## src/rtl/core/i2c_mts_pkg.sv

```systemverilog
// Shared codes for the I2C master transfer sequencer.
`default_nettype none

package i2c_mts_pkg;

	// Input item kinds
	localparam logic [1:0] KIND_WRITE = 2'd0;
	localparam logic [1:0] KIND_READ  = 2'd1;
	localparam logic [1:0] KIND_EVENT = 2'd2;
	// Unused kind: no action, the result reports the current state
	localparam logic [1:0] KIND_NONE  = 2'd3;

	// Transfer phases
	localparam logic [1:0] PH_IDLE = 2'd0;
	localparam logic [1:0] PH_TX   = 2'd1;
	localparam logic [1:0] PH_RX   = 2'd2;
	localparam logic [1:0] PH_WAIT = 2'd3;

	// Reported transfer status
	localparam logic [1:0] ST_READY = 2'd0;
	localparam logic [1:0] ST_BUSY  = 2'd1;
	localparam logic [1:0] ST_ERROR = 2'd2;

	typedef struct packed {
		logic       load_tx;
		logic [7:0] tx_data;
		logic       send_stop;
		logic       send_start;
		logic       read_mode;
		logic       store_rx;
		logic [7:0] rx_data;
		logic [7:0] byte_index;
		logic [1:0] transfer_status;
		logic [7:0] bytes_left;
		logic [3:0] fault_bits;
		logic       done_res;
	} result_t;

endpackage

`default_nettype wire

```

## src/rtl/core/i2c_master_transfer_sequencer_unit.sv

```systemverilog
// I2C master transfer sequencer: commands and controller events in, actions out.
//
// Input channel (in_valid / in_stall): one transaction is a start-write command,
// a start-read command or a controller status event (kind selects). Output
// channel (out_valid / out_stall): exactly one result transaction per input
// transaction, in order, carrying controller actions, buffer index, status,
// remaining byte count and the fault bits saved at the last abort.
// The result is registered and appears on the outputs in the cycle after the
// input is accepted. Throughput: one transaction per cycle while no result is
// held stalled; the transfer state and the result register both update at the
// accepting edge, so the next item sees the updated state at once.
// Stall: the result register holds its transaction while out_stall is high;
// in_stall rises only while a result is held and stalled, and a new item is
// accepted in the same cycle that the held result is taken.
// Reset (arst_n low): phase idle, count and position zero, status ready, saved
// fault bits zero, no result pending.
`default_nettype none

module i2c_master_transfer_sequencer_unit
	import i2c_mts_pkg::*;
(
	input  wire logic       clk,
	input  wire logic       arst_n,
	input  wire logic       in_valid,
	output logic            in_stall,
	input  wire logic [1:0] kind,
	input  wire logic [7:0] length,
	input  wire logic [7:0] tx_byte,
	input  wire logic       ev_txrdy,
	input  wire logic       ev_rxrdy,
	input  wire logic       ev_txcomp,
	input  wire logic       ev_nack,
	input  wire logic [7:0] rx_byte,
	output logic            out_valid,
	input  wire logic       out_stall,
	output logic            load_tx,
	output logic [7:0]      tx_data,
	output logic            send_stop,
	output logic            send_start,
	output logic            read_mode,
	output logic            store_rx,
	output logic [7:0]      rx_data,
	output logic [7:0]      byte_index,
	output logic [1:0]      transfer_status,
	output logic [7:0]      bytes_left,
	output logic [3:0]      fault_bits,
	output logic            done_res
);

	logic [1:0] phase_q;
	logic [7:0] remaining_q;
	logic [7:0] position_q;
	logic [1:0] status_q;
	logic [3:0] fault_q;

	logic [1:0] phase_d;
	logic [7:0] remaining_d;
	logic [7:0] position_d;
	logic [1:0] status_d;
	logic [3:0] fault_d;

	logic [7:0] rem_dec;
	logic       in_fire;
	logic       out_valid_q;
	result_t    res_d;
	result_t    res_q;

	assign in_stall = out_valid_q & out_stall;
	assign in_fire  = in_valid & ~in_stall;
	assign rem_dec  = remaining_q - 8'd1;

	// Decode the item against the current phase
	always_comb begin
		phase_d     = phase_q;
		remaining_d = remaining_q;
		position_d  = position_q;
		status_d    = status_q;
		fault_d     = fault_q;
		res_d       = '0;
		res_d.byte_index = 8'd0;

		unique case (kind)
			KIND_WRITE: begin
				status_d    = ST_BUSY;
				phase_d     = PH_TX;
				res_d.load_tx = 1'b1;
				res_d.tx_data = tx_byte;
				position_d  = 8'd1;
				remaining_d = (length == 8'd0) ? 8'd0 : length - 8'd1;
			end
			KIND_READ: begin
				status_d    = ST_BUSY;
				phase_d     = PH_RX;
				position_d  = 8'd0;
				remaining_d = (length < 8'd2) ? 8'd2 : length;
				res_d.send_start = 1'b1;
			end
			KIND_EVENT: begin
				if (phase_q != PH_IDLE) begin
					if (ev_nack) begin
						res_d.send_stop = 1'b1;
						phase_d  = PH_IDLE;
						fault_d  = {ev_nack, ev_txcomp, ev_rxrdy, ev_txrdy};
						status_d = ST_ERROR;
						res_d.done_res = 1'b1;
					end else if (phase_q == PH_RX && ev_rxrdy) begin
						res_d.store_rx = 1'b1;
						res_d.rx_data  = rx_byte;
						position_d  = position_q + 8'd1;
						remaining_d = rem_dec;
						if (rem_dec == 8'd1) begin
							res_d.send_stop = 1'b1;
						end
						if (rem_dec == 8'd0) begin
							phase_d  = PH_IDLE;
							status_d = ST_READY;
							res_d.done_res = 1'b1;
						end
					end else if (phase_q == PH_TX && ev_txrdy) begin
						if (remaining_q != 8'd0) begin
							res_d.load_tx = 1'b1;
							res_d.tx_data = tx_byte;
							position_d  = position_q + 8'd1;
							remaining_d = rem_dec;
						end else begin
							phase_d = PH_WAIT;
						end
					end else if (phase_q == PH_WAIT && ev_txcomp) begin
						phase_d  = PH_IDLE;
						status_d = ST_READY;
						res_d.done_res = 1'b1;
					end
				end
			end
			default: begin
			end
		endcase

		res_d.read_mode       = (phase_q == PH_RX) || (phase_d == PH_RX);
		res_d.byte_index      = res_d.store_rx ? position_q : position_d;
		res_d.transfer_status = status_d;
		res_d.bytes_left      = remaining_d;
		res_d.fault_bits      = fault_d;
	end

	// Advance transfer state on each accepted transaction
	always_ff @(posedge clk or negedge arst_n) begin
		if (!arst_n) begin
			phase_q     <= PH_IDLE;
			remaining_q <= 8'd0;
			position_q  <= 8'd0;
			status_q    <= ST_READY;
			fault_q     <= 4'd0;
		end else if (in_fire) begin
			phase_q     <= phase_d;
			remaining_q <= remaining_d;
			position_q  <= position_d;
			status_q    <= status_d;
			fault_q     <= fault_d;
		end
	end

	// Hold result valid until taken
	always_ff @(posedge clk or negedge arst_n) begin
		if (!arst_n) begin
			out_valid_q <= 1'b0;
		end else if (in_fire) begin
			out_valid_q <= 1'b1;
		end else if (!out_stall) begin
			out_valid_q <= 1'b0;
		end
	end

	// Load result payload
	always_ff @(posedge clk) begin
		if (in_fire) begin
			res_q <= res_d;
		end
	end

	assign out_valid       = out_valid_q;
	assign load_tx         = res_q.load_tx;
	assign tx_data         = res_q.tx_data;
	assign send_stop       = res_q.send_stop;
	assign send_start      = res_q.send_start;
	assign read_mode       = res_q.read_mode;
	assign store_rx        = res_q.store_rx;
	assign rx_data         = res_q.rx_data;
	assign byte_index      = res_q.byte_index;
	assign transfer_status = res_q.transfer_status;
	assign bytes_left      = res_q.bytes_left;
	assign fault_bits      = res_q.fault_bits;
	assign done_res        = res_q.done_res;

endmodule

`default_nettype wire

```

## config.mk

```make
export PLATFORM = sky130hd
export DESIGN_NAME = i2c_master_transfer_sequencer_unit
export DESIGN_NICKNAME = d
export VERILOG_FILES = /design/src/rtl/core/i2c_mts_pkg.sv /design/src/rtl/core/i2c_master_transfer_sequencer_unit.sv
export SDC_FILE = /design/constraint.sdc
export NUM_CORES = 1
export LEC_CHECK = 0
export ABC_CLOCK_PERIOD_IN_PS = 3700
export BUFFER_PORTS_ARGS = -buffer_cell sky130_fd_sc_hd__clkbuf_2
export CAP_MARGIN = 15
export CORE_ASPECT_RATIO = 1.4
export CORE_MARGIN = 5
export CORE_UTILIZATION = 45
export CTS_CLUSTER_SIZE = 8
export DETAILED_ROUTE_END_ITERATION = 16
export GPL_TIMING_DRIVEN = 0
export MAX_ROUTING_LAYER = met4
export PLACE_DENSITY_LB_ADDON = 0.15
export SLEW_MARGIN = 10
export SYNTH_ARGS = -nofsm -noshare
export SYNTH_HDL_FRONTEND = slang
export SYNTH_SLANG_ARGS = --single-unit
export TNS_END_PERCENT = 30
```

## constraint.sdc

```tcl
create_clock -name clk -period 3.7 [get_ports clk]
set_clock_uncertainty 0.05 [all_clocks]
set_input_delay 1.11 -clock clk [delete_from_list [all_inputs] [get_ports clk]]
set_output_delay 1.11 -clock clk [all_outputs]
set_load 0.005 [all_outputs]
```

==> metrics.cfg <==
[synthesis]
synth_area_um2 = 3790
ys.flop_type = edfxtp_1
ys_seq_area_share_pct = 51.3
synth.avg_cell_area_um2 = 10.2
syn_inst = 370
synth-seq-cells = 69
synth_cell_types = 54
synth_edf_count = 44
synth_top_cell_by_area = edfxtp_1
async_flop_share_pct = 36.2
ys_warn_count = 0
synthTopCellsByArea = edfxtp_1 (35%), dfrtp_1 (16%), nand2_1 (3.3%)
synthDominantCellAreaShare_pct = 34.8
syn-num-nets = 410

[place]
portBuffers = 79
hpwl_um = 7660
place_area_um2 = 4340
place.gp.congestion = 0.956

[sta]
drv_slew = 0
min_period_ns = 3.05
hold_viol_final = 0
setup_viol = 0
setup_tns_ns = 0
post-route-period-util_pct = 82.3
grt_setup_unrepaired = no
relSlewSlack_pct = 53.2
fmax_mhz = 328
worst_pin_slew_ns = 0.702

[global_route]
grt_start_max_net_pins = 31
grt_pass1_vias = 3143
grt_overflow = 0
grt_usage_pct = 20.7
grt_pass1_wl_um = 16200
antenna_found_initial = 0

[clocking]
cts_root_buffer = clkbuf_16
cts_setup_buffers = 0
cts_tree = built
clkLatencyLatePin_ns = 0.33
ctsLongestPathBuffers = 2
cts_resized = 0
htreeDepth = 3
cts.hold.buffers_added = 0
cts.clk_slew.worst_paths_ns = 0.05
cts_buffers = 9
cts_sinks = 69

[setup_path]
path_class = input port to flop
cp_max_fo = 5
arrival_ns = 3.04
cp_slowest_cell = or4b_2
start_kind = input port
cp_cell_sequence = clkbuf_2, inv_1, ha_1, or4b_2, nor3_1, mux2_2, o22ai_1, a31oi_1
critPathRequiredTime_ns = 3.70
end_kind = flop
slowest_delay_ns = 0.63

[floorplanning]
dieArea_um2 = 10400
core_um2 = 8200
die-height_um = 119
pin_count = 80
rows = 39
start_util_pct = 46.3
die_width_um = 87.6

[detailed_routing]
via_per_inst = 5.82
totalWireLength_um = 10400
drt-initial-drc-count = 220
wire_per_inst_um = 18.3
drc = 0
vias = 3307
drtAntennaViolNets = 0
drt-pass1-iter-count = 5

[job]
max_cap_viol_count = 0

[finish]
drive_above_1_share_pct = 24.7
layout_commonest_cell = clkbuf_2
nets = 501
final_cell_mix = clkbuf_2 (80), edfxtp_1 (44), nand2_1 (33), dfrtp_1 (25), nand3_1 (23)
area_growth_pct = 21.8
fillCellCount = 749
fin_area_um2 = 4620
num_antenna_cells = 0

[hold_path]
worstHoldPathType = flop to flop

[run_status]
status = finished, final reports clean

[power_and_ir_drop]
powerDensity_nw_per_um2 = 477
vdd_ir_drop_max_uv = 312
p_leak_nw = 1.88

==> path summary, 6_finish.rpt <==
check | from | end | slack (ns) | cells after the start
max | length[0] | bytes_left[6] | 0.65 | 8
min | fault_q[3] | fault_q[3] | 0.41 | 1
max reg2reg | remaining_q[0] | transfer_status[0] | 0.87 | 8
min reg2reg | fault_q[3] | fault_q[3] | 0.41 | 1
max in group asynchronous | arst_n | remaining_q[3] | 2.37 | 1
min in group asynchronous | arst_n | remaining_q[6] | 0.77 | 1
==> cell families (layout without fill, tap and decap cells) <==
kind of cell	Yosys count	in the layout	share of synthesized area (%)
AO/OA/AOI/OAI	83	83	15.1
XOR/XNOR	5	5	1.15
adder cells (fa/ha/maj)	6	6	1.98
buffers and inverters	37	133	4.22
flip-flops	69	69	51.3
multiplexers	9	9	2.61
AND/OR/NAND/NOR	161	161	23.6
==> cell usage after synthesis, drive strengths merged, types with 8 or more instances <==
master  count
edfxtp     44
nand2      33
dfrtp      25
nand3      23
a21oi      18
clkbuf     18
nor2       18
and2       17
o21ai      16
nor3       15
or3        13
nand4      11
inv        10
nand2b      8
==> flip-flops by register name, summed over array words and instances, names as in the netlist, 2 cells and up <==
name / flops
byte_index: 8
bytes_left: 8
position_q: 8
remaining_q: 8
rx_data: 8
tx_data: 8
fault_bits: 4
fault_q: 4
phase_q: 2
status_q: 2
transfer_status: 2
==> through the flow <==
stage               total power, mW  instances  hold WS, ns  setup WS (ns)  util, %
CTS                            2.21        568        0.413          0.666     56.4
detailed placement             1.40        552        0.394          0.328     52.9
finish                         2.20        568        0.413          0.654     56.4
global placement               1.39        551        0.392         -0.972     52.6
global route                   2.31        568        0.440          0.522     56.4
floorplan                      1.23        370        0.375          0.168        -
==> critical path: cells and delay by family <==
kind                     cells  cell delay (ns)
AO/OA/AOI/OAI                2             0.25
adder cells (fa/ha/maj)      1             0.24
buffers and inverters        2             0.17
multiplexers                 1             0.38
AND/OR/NAND/NOR              2             0.88
==> power by group <==
part | internal [mW] | total, mW | leakage (nW) | switching (mW)
clock network | 0.517 | 0.822 | 0.139 | 0.305
logic | 0.172 | 0.427 | 1.01 | 0.256
registers | 0.913 | 0.955 | 0.736 | 0.0419
total | 1.60 | 2.20 | 1.88 | 0.602
==> routing by layer <==
| metal | vias up | track usage, % | wire length (um) | part of all wire (%) |
|---|---|---|---|---|
| met5 | - | - | 0 | 0 |
| met4 | 0 | 8.45 | 264 | 2.5 |
| met3 | 26 | 3.76 | 645 | 6.2 |
| met2 | 136 | 34.3 | 5370 | 52 |
| met1 | 1571 | 24.5 | 4120 | 40 |
| li1 | 1574 | - | - | - |
==> final cells by class <==
| cell class | instances | area [um^2] | area share [%] |
|---|---|---|---|
| sequential | 69 | 1950 | 42.1 |
| clock inverter | 5 | 51.3 | 1.11 |
| tap | 102 | 128 | 2.76 |
| clock buffer | 11 | 233 | 5.04 |
| timing repair buffer | 80 | 415 | 8.99 |
| multi-input combinational | 264 | 1690 | 36.5 |
| inverter | 12 | 45.0 | 0.975 |
| buffer | 25 | 116 | 2.52 |
Note: power is estimated with default switching activity, not from simulation.
